### config.mk
export PLATFORM = sky130hd
export DESIGN_NAME = hsh_ram
export DESIGN_NICKNAME = d
export VERILOG_FILES = /design/src/sv/hsh_ram.sv
export SDC_FILE = /design/constraint.sdc
export NUM_CORES = 1
export LEC_CHECK = 0
export BUFFER_PORTS_ARGS = -buffer_cell sky130_fd_sc_hd__buf_2
export CAP_MARGIN = 5
export CORE_MARGIN = 2
export CORE_UTILIZATION = 55
export DETAILED_ROUTE_END_ITERATION = 6
export PLACE_DENSITY = 0.78
export SYNTH_ARGS = -nofsm -noshare
export SYNTH_HDL_FRONTEND = slang
export SYNTH_SLANG_ARGS = --single-unit
### constraint.sdc
create_clock -name clk -period 4.4 [get_ports clk]
set_input_delay 0 -clock clk [delete_from_list [all_inputs] [get_ports clk]]
set_output_delay 0 -clock clk [all_outputs]
set_load 0.005 [all_outputs]
### src/sv/hsh_ram.sv
// Generic single-write, single-read synchronous RAM with registered read data.
module hsh_ram #(
  parameter int AW = 6,
  parameter int DW = 8
) (
  input  logic          clk,
  input  logic          we,
  input  logic [AW-1:0] waddr,
  input  logic [DW-1:0] wdata,
  input  logic [AW-1:0] raddr,
  output logic [DW-1:0] rdata
);

  logic [DW-1:0] mem [(1 << AW)];
  logic [DW-1:0] rdata_r;

  always_ff @(posedge clk) begin
    if (we) begin
      mem[waddr] <= wdata;
    end
    rdata_r <= mem[raddr];
  end

  assign rdata = rdata_r;

endmodule

==> results of run 1 <==
==> placed cells by master (no fill, tap or decap), types with 11 or more instances in the layout <==
master,Yosys,layout
sky130_fd_sc_hd__buf_2,11,26
sky130_fd_sc_hd__nor2b_1,14,14
sky130_fd_sc_hd__mux4_2,126,126
sky130_fd_sc_hd__clkbuf_16,0,51
sky130_fd_sc_hd__clkinv_1,0,13
sky130_fd_sc_hd__nand2_1,19,19
sky130_fd_sc_hd__nand3_1,13,13
sky130_fd_sc_hd__mux2i_1,23,23
sky130_fd_sc_hd__nor2_1,83,83
sky130_fd_sc_hd__mux2_2,13,13
sky130_fd_sc_hd__buf_4,13,11
sky130_fd_sc_hd__edfxtp_1,512,512
==> worst max path at each step <==
stage | to | slack [ps] | cells after the start
after floorplan | rdata[4] | 2710 | 5
after global placement | rdata[6] | 1700 | 6
after detailed placement | rdata[6] | 1680 | 6
after CTS | mem[43][2] | 2200 | 5
after global routing | rdata[6] | 2120 | 6
final | mem[43][2] | 2220 | 5
==> cell families (layout without fill, tap and decap cells) <==
kind of cell | after synthesis | in the layout | share of synthesized area [%]
buf+inv | 51 | 133 | 1.57
compound gates | 54 | 54 | 2.07
flops | 520 | 520 | 77.0
simple gates | 153 | 153 | 3.39
mux | 162 | 162 | 15.9
==> registers in the layout (all words and copies together) (netlist names) <==
signal  count
mem       512
rdata       8
==> power by group through the flow <==
stage | logic (mW) | registers, mW | clock network (mW)
2_1_floorplan | 0.292 | 5.60 | 0
3_3_place_gp | 0.472 | 5.61 | 0
3_5_place_dp | 0.482 | 5.61 | 0
4_1_cts | 0.489 | 5.50 | 4.34
5_1_grt | 0.517 | 5.50 | 4.53
6_report | 0.487 | 5.50 | 4.32
==> layout make-up <==
type,count,share of cell area (%)
Tap cell,468,2.62
Sequential cell,520,69.4
Timing Repair Buffer,43,1.32
Multi-Input combinational cell,369,19.3
Clock inverter,32,1.55
Clock buffer,58,5.82
==> through the flow <==
step | hold WS, ps | instances | total power, mW | cell area (µm²) | util (%)
2_1_floorplan | 98.9 | 940 | 5.89 | 20200 | -
6_report | 69.1 | 1490 | 10.3 | 22400 | 61.6
5_1_grt | 78.1 | 1490 | 10.6 | 22400 | 61.6
3_3_place_gp | 417 | 1397 | 6.08 | 20700 | 57.0
3_5_place_dp | 409 | 1397 | 6.09 | 20700 | 57.0
4_1_cts | 42.7 | 1490 | 10.3 | 22400 | 61.6
==> per-layer routing <==
metal  track usage [%]  vias to the layer above  part of all wire, %
met4              7.58                        4                  2.9
met3              3.83                       75                  8.5
met2              37.7                      555                   50
li1                  -                     4024                    -
met1              32.9                     5053                   38
met5                 0                        -                0.069
==> impl_results.html, run 1 <==
<table>
<tr><th>Metric</th><th>Value</th></tr>
<tr><th colspan="2">Die</th></tr>
<tr><td>Die outline area</td><td>0.0382 mm²</td></tr>
<tr><td>Number of rows in the core area</td><td>70</td></tr>
<tr><td>Vertical die dimension</td><td>between 150 and 200 µm</td></tr>
<tr><td>Horiz. Die Dim</td><td>195 µm</td></tr>
<tr><td>Initial Utilization</td><td>55.5%</td></tr>
<tr><td>I/O pins</td><td>30</td></tr>
<tr><td>Core region area</td><td>0.0363 mm²</td></tr>
<tr><th colspan="2">Setup path</th></tr>
<tr><td>Class of the most critical setup path</td><td>in -&gt; reg</td></tr>
<tr><td>Critical path fanouts, max</td><td>10</td></tr>
<tr><td>Setup slack of the most critical reg-to-reg path</td><td>2220 ps</td></tr>
<tr><td>Worst Setup Start Kind</td><td>primary input</td></tr>
<tr><td>Worst EP arrival</td><td>2350 ps</td></tr>
<tr><td>Type of destination of the critical path</td><td>register</td></tr>
<tr><td>Worst path cell trace</td><td>dlygate4sd3_1, buf_2, nor2b_1, nand3_1, nor2_1</td></tr>
<tr><td>Longest individual stage delay on the worst path</td><td>940 ps</td></tr>
<tr><td>Capturing point of the worst reg2reg path</td><td>rdata[6]</td></tr>
<tr><td>CP max-delay cell</td><td>sky130_fd_sc_hd__nor2_1</td></tr>
<tr><td>Worst R2R Start</td><td>mem[20][6]</td></tr>
<tr><td>R2R cell count</td><td>5</td></tr>
<tr><td>Gate family responsible for the most delay along the worst path</td><td>simple AND/OR/NAND/NOR gates</td></tr>
<tr><td>Critical path buffer and inverter count</td><td>2</td></tr>
<tr><td>Critical path origin</td><td>waddr[1]</td></tr>
<tr><td>Worst path required time</td><td>4570 ps</td></tr>
<tr><th colspan="2">Power</th></tr>
<tr><td>Sequential cell fraction of total power</td><td>53.4%</td></tr>
<tr><td>Internal</td><td>8.24 mW</td></tr>
<tr><td>Power per cell area</td><td>460 mW/mm²</td></tr>
<tr><td>Clock Power Share</td><td>41.9%</td></tr>
<tr><td>Relative contribution of combinational cells to total power</td><td>under 10%</td></tr>
<tr><td>Static Leak</td><td>6.96 nW</td></tr>
<tr><td>Net switching share of the total power</td><td>20.0%</td></tr>
<tr><td>Maximum vdd ir drop</td><td>323 µV</td></tr>
<tr><td>Switch Pwr</td><td>slightly above 2 mW</td></tr>
<tr><th colspan="2">Route</th></tr>
<tr><td>Detailed-route via count</td><td>9711</td></tr>
<tr><td>Via/cell ratio</td><td>6.52</td></tr>
<tr><td>DRC viols</td><td>0</td></tr>
<tr><td>1st-pass router iterations</td><td>5</td></tr>
<tr><td>Post-detailed-route count of antenna-violating nets</td><td>0</td></tr>
<tr><td>Final routed wirelength across all metal layers</td><td>around 43000 µm</td></tr>
<tr><td>First DRT Iteration DRCs</td><td>1159</td></tr>
<tr><td>Routed len/inst</td><td>29.2 µm</td></tr>
<tr><th colspan="2">Yosys</th></tr>
<tr><td>Largest area contributor in the netlist</td><td>sky130_fd_sc_hd__edfxtp_1</td></tr>
<tr><td>Number of enable-type register cells in the synthesized netlist</td><td>512</td></tr>
<tr><td>Share of synthesized flip-flops with an asynchronous set or reset</td><td>0%</td></tr>
<tr><td>Mean cell area of the mapped netlist</td><td>21.5 µm²</td></tr>
<tr><td>Fraction of synthesized cell area taken by the top area cell type</td><td>around three quarters</td></tr>
<tr><td>Total nets after synthesis</td><td>962</td></tr>
<tr><td>Synthesized instance count</td><td>940</td></tr>
<tr><td>Yosys warning total</td><td>0</td></tr>
<tr><td>Cell area after synthesis</td><td>0.0202 mm²</td></tr>
<tr><td>Top area cells in the synthesized netlist</td><td>sky130_fd_sc_hd__edfxtp_1, sky130_fd_sc_hd__mux4_2, sky130_fd_sc_hd__nor2_1, sky130_fd_sc_hd__mux2i_1, sky130_fd_sc_hd__dfxtp_1</td></tr>
<tr><td>Leading post-synthesis cells by instance count</td><td>sky130_fd_sc_hd__edfxtp_1, sky130_fd_sc_hd__mux4_2, sky130_fd_sc_hd__nor2_1</td></tr>
<tr><td>Distinct cells, synth</td><td>40</td></tr>
<tr><td>Portion of the post-synthesis area used by sequential elements</td><td>between 70 and 80%</td></tr>
<tr><td>Post-synthesis register bit count</td><td>520</td></tr>
<tr><td>Most common cell in the synthesized netlist</td><td>sky130_fd_sc_hd__edfxtp_1</td></tr>
<tr><td>Main flop type after synthesis</td><td>sky130_fd_sc_hd__edfxtp_1</td></tr>
<tr><th colspan="2">Clock tree</th></tr>
<tr><td>Number of H-tree levels</td><td>2</td></tr>
<tr><td>Clock root buffer</td><td>sky130_fd_sc_hd__clkbuf_16</td></tr>
<tr><td>Number of buffers between clock root and the deepest sink</td><td>3</td></tr>
<tr><td>CTS hold repair buffers</td><td>3</td></tr>
<tr><td>Clock Sink Count</td><td>520</td></tr>
<tr><td>Clock insertion delay at the later pin of the skew report</td><td>560 ps</td></tr>
<tr><td>Inserted Clock Buffers</td><td>49</td></tr>
<tr><td>Count of buffers added by post-CTS timing repair for setup</td><td>0</td></tr>
<tr><td>Count of instances resized after the clock tree is built</td><td>0</td></tr>
<tr><td>Clk pin slew, worst setup/hold paths</td><td>60 ps</td></tr>
<tr><td>Clock tree from TritonCTS</td><td>built</td></tr>
<tr><th colspan="2">Global routing</th></tr>
<tr><td>Number of antenna violations at the first check in global routing</td><td>2</td></tr>
<tr><td>Wire length of the first global-routing pass</td><td>roughly 64000 µm</td></tr>
<tr><td>Maximum number of pins on one net before global-route repair</td><td>65</td></tr>
<tr><td>Number of global-route vias before repair</td><td>9852</td></tr>
<tr><td>Total congestion overflow</td><td>0</td></tr>
<tr><td>Gr usage total</td><td>23.2%</td></tr>
<tr><th colspan="2">Timing</th></tr>
<tr><td>Setup repair after global routing missed its margin</td><td>no</td></tr>
<tr><td>Final Max Slew Viols</td><td>0</td></tr>
<tr><td>Min cycle time layout</td><td>between 2000 and 2500 ps</td></tr>
<tr><td>Final setup violating endpoints</td><td>0</td></tr>
<tr><td>Achievable frequency</td><td>459 MHz</td></tr>
<tr><td>Final worst clock skew</td><td>8.35 ps</td></tr>
<tr><td>Share of the clock period used by the worst path after layout</td><td>between 40% and 50%</td></tr>
<tr><td>Least-Margin Pin Slew</td><td>1250 ps</td></tr>
<tr><td>Setup_tns</td><td>0 ps</td></tr>
<tr><td>Final hold violation count</td><td>0</td></tr>
<tr><td>Slew HR</td><td>17.0%</td></tr>
<tr><td>Worst Setup Slack, final</td><td>~2200 ps</td></tr>
<tr><th colspan="2">Placement</th></tr>
<tr><td>Post-Place Setup Slack</td><td>~1700 ps</td></tr>
<tr><td>Half-perimeter wire length after placement</td><td>24800 µm</td></tr>
<tr><td>Number of port buffers</td><td>29</td></tr>
<tr><td>Routability-driven placement congestion ratio</td><td>~0.8</td></tr>
<tr><th colspan="2">Final layout</th></tr>
<tr><td>Register area</td><td>about 0.016 mm²</td></tr>
<tr><td>Number of fill cells in the layout</td><td>2336</td></tr>
<tr><td>Fraction of layout instances using a drive strength above 1</td><td>24.6%</td></tr>
<tr><td>Number of antenna diodes</td><td>0</td></tr>
<tr><td>Area delta synth-&gt;final</td><td>11.0%</td></tr>
<tr><td>Final net count</td><td>between 1000 and 1500</td></tr>
<tr><td>Area taken by multi-input logic gates</td><td>0.00432 mm²</td></tr>
<tr><th colspan="2">Worst hold path</th></tr>
<tr><td>Hold depth</td><td>2</td></tr>
<tr><td>Endpoint with the worst hold slack</td><td>mem[48][3]</td></tr>
<tr><td>Hold path start</td><td>waddr[2]</td></tr>
<tr><td>Kind of path behind the tightest hold check</td><td>in -&gt; reg</td></tr>
<tr><th colspan="2">Run status</th></tr>
<tr><td>Run status</td><td>finished clean</td></tr>
<tr><th colspan="2">Run</th></tr>
<tr><td>Max-cap violations</td><td>0</td></tr>
</table>
No activity file was read; power rests on OpenSTA's default activity.
==> inputs of run 2 (changes only) <==
--- a/config.mk
+++ b/config.mk
@@ -10,7 +10,7 @@
 export CORE_MARGIN = 2
 export CORE_UTILIZATION = 55
 export DETAILED_ROUTE_END_ITERATION = 6
-export PLACE_DENSITY = 0.78
+export PLACE_DENSITY = 0.81
 export SYNTH_ARGS = -nofsm -noshare
 export SYNTH_HDL_FRONTEND = slang
 export SYNTH_SLANG_ARGS = --single-unit
==> constraint.sdc (replaced) <==
create_clock -name clk -period 2 [get_ports clk]
set_input_delay 0 -clock clk [delete_from_list [all_inputs] [get_ports clk]]
set_output_delay 0 -clock clk [all_outputs]
set_load 0.005 [all_outputs]
==> impl_results.html, run 2 (same netlist as run 1, synthesis figures left out) <==
<table>
<tr><th>Metric</th><th>Value</th></tr>
<tr><th colspan="2">Route</th></tr>
<tr><td>DRC viols</td><td>0</td></tr>
<tr><td>Detailed-route via count</td><td>roughly 10000</td></tr>
<tr><td>Routed len/inst</td><td>28.2 µm</td></tr>
<tr><td>Via/cell ratio</td><td>6.41</td></tr>
<tr><td>1st-pass router iterations</td><td>5</td></tr>
<tr><td>Post-detailed-route count of antenna-violating nets</td><td>0</td></tr>
<tr><td>Final routed wirelength across all metal layers</td><td>45300 µm</td></tr>
<tr><td>First DRT Iteration DRCs</td><td>around 1400</td></tr>
<tr><th colspan="2">Final layout</th></tr>
<tr><td>Max FFs per register</td><td>around 510</td></tr>
<tr><td>Number of antenna diodes</td><td>0</td></tr>
<tr><td>Fraction of layout instances using a drive strength above 1</td><td>32.1%</td></tr>
<tr><td>Leading cell type in the layout, fill and taps excluded</td><td>sky130_fd_sc_hd__edfxtp_1</td></tr>
<tr><td>Non-filler cells, final</td><td>1605</td></tr>
<tr><td>Final net count</td><td>1122</td></tr>
<tr><td>Register bank with the most flops</td><td>mem</td></tr>
<tr><td>Area delta synth-&gt;final</td><td>15.1%</td></tr>
<tr><td>Most frequent cells in the layout</td><td>sky130_fd_sc_hd__edfxtp_1, sky130_fd_sc_hd__mux4_2, sky130_fd_sc_hd__buf_4</td></tr>
<tr><th colspan="2">Placement</th></tr>
<tr><td>Post-Place Setup Slack</td><td>-237 ps</td></tr>
<tr><td>Routability-driven placement congestion ratio</td><td>0.882</td></tr>
<tr><td>Half-perimeter wire length after placement</td><td>between 20000 and 30000 µm</td></tr>
<tr><td>Cell total after placement</td><td>1513</td></tr>
<tr><td>Number of port buffers</td><td>29</td></tr>
<tr><th colspan="2">Setup path</th></tr>
<tr><td>Destination of the critical timing path</td><td>rdata[6]</td></tr>
<tr><td>Worst path required time</td><td>2420 ps</td></tr>
<tr><td>Gate family responsible for the most delay along the worst path</td><td>multiplexers</td></tr>
<tr><td>Class of the most critical setup path</td><td>reg -&gt; reg</td></tr>
<tr><td>Worst Setup Start Kind</td><td>register</td></tr>
<tr><td>Critical path buffer and inverter count</td><td>0</td></tr>
<tr><td>R2R cell count</td><td>5</td></tr>
<tr><td>Critical path origin</td><td>mem[21][6]</td></tr>
<tr><td>CP max-delay cell</td><td>sky130_fd_sc_hd__mux4_2</td></tr>
<tr><td>Worst EP arrival</td><td>2420 ps</td></tr>
<tr><td>Worst R2R Start</td><td>mem[21][6]</td></tr>
<tr><td>Stages on the worst setup path</td><td>5</td></tr>
<tr><td>Type of destination of the critical path</td><td>register</td></tr>
<tr><td>Worst path cell trace</td><td>mux4_2, mux2_2, o221a_2, nor3_4, o32ai_1</td></tr>
<tr><td>Capturing point of the worst reg2reg path</td><td>rdata[6]</td></tr>
<tr><td>Setup slack of the most critical reg-to-reg path</td><td>4 ps</td></tr>
<tr><td>Critical path fanouts, max</td><td>1</td></tr>
<tr><td>Longest individual stage delay on the worst path</td><td>490 ps</td></tr>
<tr><th colspan="2">Timing</th></tr>
<tr><td>Worst Setup Slack, final</td><td>3.53 ps</td></tr>
<tr><td>Final Max Slew Viols</td><td>0</td></tr>
<tr><td>Hold WS</td><td>approximately 8.6 ps</td></tr>
<tr><td>Min cycle time layout</td><td>2000 ps</td></tr>
<tr><td>Final hold violation count</td><td>0</td></tr>
<tr><td>Share of the clock period used by the worst path after layout</td><td>99.8%</td></tr>
<tr><td>Least-Margin Pin Slew</td><td>711 ps</td></tr>
<tr><td>Slew HR</td><td>52.6%</td></tr>
<tr><td>Setup repair after global routing missed its margin</td><td>no</td></tr>
<tr><td>Achievable frequency</td><td>~500 MHz</td></tr>
<tr><td>Final worst clock skew</td><td>10.4 ps</td></tr>
<tr><td>Final setup violating endpoints</td><td>0</td></tr>
<tr><th colspan="2">Clock tree</th></tr>
<tr><td>Clk pin slew, worst setup/hold paths</td><td>60 ps</td></tr>
<tr><td>Inserted Clock Buffers</td><td>49</td></tr>
<tr><td>Clock tree from TritonCTS</td><td>built</td></tr>
<tr><td>Number of buffers between clock root and the deepest sink</td><td>3</td></tr>
<tr><td>Number of H-tree levels</td><td>2</td></tr>
<tr><td>Clock insertion delay at the later pin of the skew report</td><td>560 ps</td></tr>
<tr><td>Clock root buffer</td><td>sky130_fd_sc_hd__clkbuf_16</td></tr>
<tr><td>Clock Sink Count</td><td>520</td></tr>
<tr><td>Count of buffers added by post-CTS timing repair for setup</td><td>0</td></tr>
<tr><th colspan="2">Power</th></tr>
<tr><td>Maximum vdd ir drop</td><td>about 650 µV</td></tr>
<tr><td>Power per cell area</td><td>949 mW/mm²</td></tr>
<tr><td>Static Leak</td><td>roughly 7.5 nW</td></tr>
<tr><th colspan="2">Global routing</th></tr>
<tr><td>Wire length of the first global-routing pass</td><td>67400 µm</td></tr>
<tr><td>Number of global-route vias before repair</td><td>around 10000</td></tr>
<tr><td>Total congestion overflow</td><td>0</td></tr>
<tr><td>Maximum number of pins on one net before global-route repair</td><td>65</td></tr>
<tr><td>Gr usage total</td><td>24.3%</td></tr>
<tr><td>Number of antenna violations at the first check in global routing</td><td>1</td></tr>
<tr><th colspan="2">Die</th></tr>
<tr><td>Vertical die dimension</td><td>between 150 and 200 µm</td></tr>
<tr><td>Number of rows in the core area</td><td>70</td></tr>
<tr><td>Horiz. Die Dim</td><td>a little under 200 µm</td></tr>
<tr><td>I/O pins</td><td>30</td></tr>
<tr><td>Initial Utilization</td><td>between 50% and 60%</td></tr>
<tr><td>Die outline area</td><td>0.0382 mm²</td></tr>
<tr><td>Core region area</td><td>0.0363 mm²</td></tr>
<tr><th colspan="2">Worst hold path</th></tr>
<tr><td>Kind of path behind the tightest hold check</td><td>in -&gt; reg</td></tr>
<tr><td>Hold path start</td><td>wdata[1]</td></tr>
<tr><th colspan="2">Run status</th></tr>
<tr><td>Run status</td><td>finished clean</td></tr>
<tr><th colspan="2">Run</th></tr>
<tr><td>Max-cap violations</td><td>0</td></tr>
</table>
[run 2: changes by cell type in the layout (fill, tap and decap cells not counted), sizes merged]
| cell | previous run | this run |
|---|---|---|
| buf | 39 | 155 |
| clkinvlp | 0 | 1 |
| inv | 1 | 0 |
| dlygate4sd3 | 3 | 4 |
| clkbuf | 59 | 65 |
| clkinv | 23 | 20 |
| bufinv | 8 | 3 |
[run 2: what timing repair did]
item / CTS / global route
hold endpoints to repair: 52 / 0
resized for setup: 3 / 4
pin swaps: 0 / 1
endpoints found under the setup margin: 2 / 5
hold buffers: 4 / 0
[run 2: report_power, final]
group | total (mW) | switching, mW | internal [mW]
clock | 8.74 | 3.78 | 4.96
sequential | 12.1 | 0.0481 | 12.1
combinational | 1.20 | 0.709 | 0.491
total | 22.0 | 4.53 | 17.5
[run 2: final cells by class]
cell class | instances | area [µm²]
clock buffers | 64 | 1300
multi-input cells | 369 | 4340
repair buffers | 160 | 1260
clock inverters | 24 | 189
flip-flops and latches | 520 | 15500
well taps | 468 | 586
fillers | 2221 | 13100
[run 2: routing by layer]
layer	GRT usage, %	up-vias	share of wire, %
met5	0	-	0.024
met4	9.81	2	4.3
met3	4.44	119	9.8
met2	39.9	630	50
met1	32.8	5297	36
li1	-	4247	-
[run 2: worst min path at each step]
stage	depth (start not counted)	to	slack (ps)
after floorplan	0	mem[0][0]	100
after detailed placement	1	mem[3][6]	400
final	1	mem[10][1]	9
after global routing	1	mem[36][2]	30
after CTS	1	mem[32][2]	1
after global placement	1	mem[1][6]	350
[run 2: worst reg2reg max path, delay by kind of cell, from the launching register on]
family	cells	cell delay [ps]
muxes	2	770
AOI/OAI and AO/OA	2	460
DFF	1	380
and+or+nand+nor	1	260
[run 2: through the flow]
step / power, mW / util [%] / cell area, µm² / setup TNS [ps]
finish: 22.0 / 63.9 / 23200 / 0
global route: 22.6 / 63.9 / 23200 / 0
CTS: 22.1 / 63.8 / 23200 / 0
detailed placement: 13.5 / 59.6 / 21700 / -655
global placement: 13.5 / 59.6 / 21700 / -584
floorplan: 13.0 / - / 20200 / 0
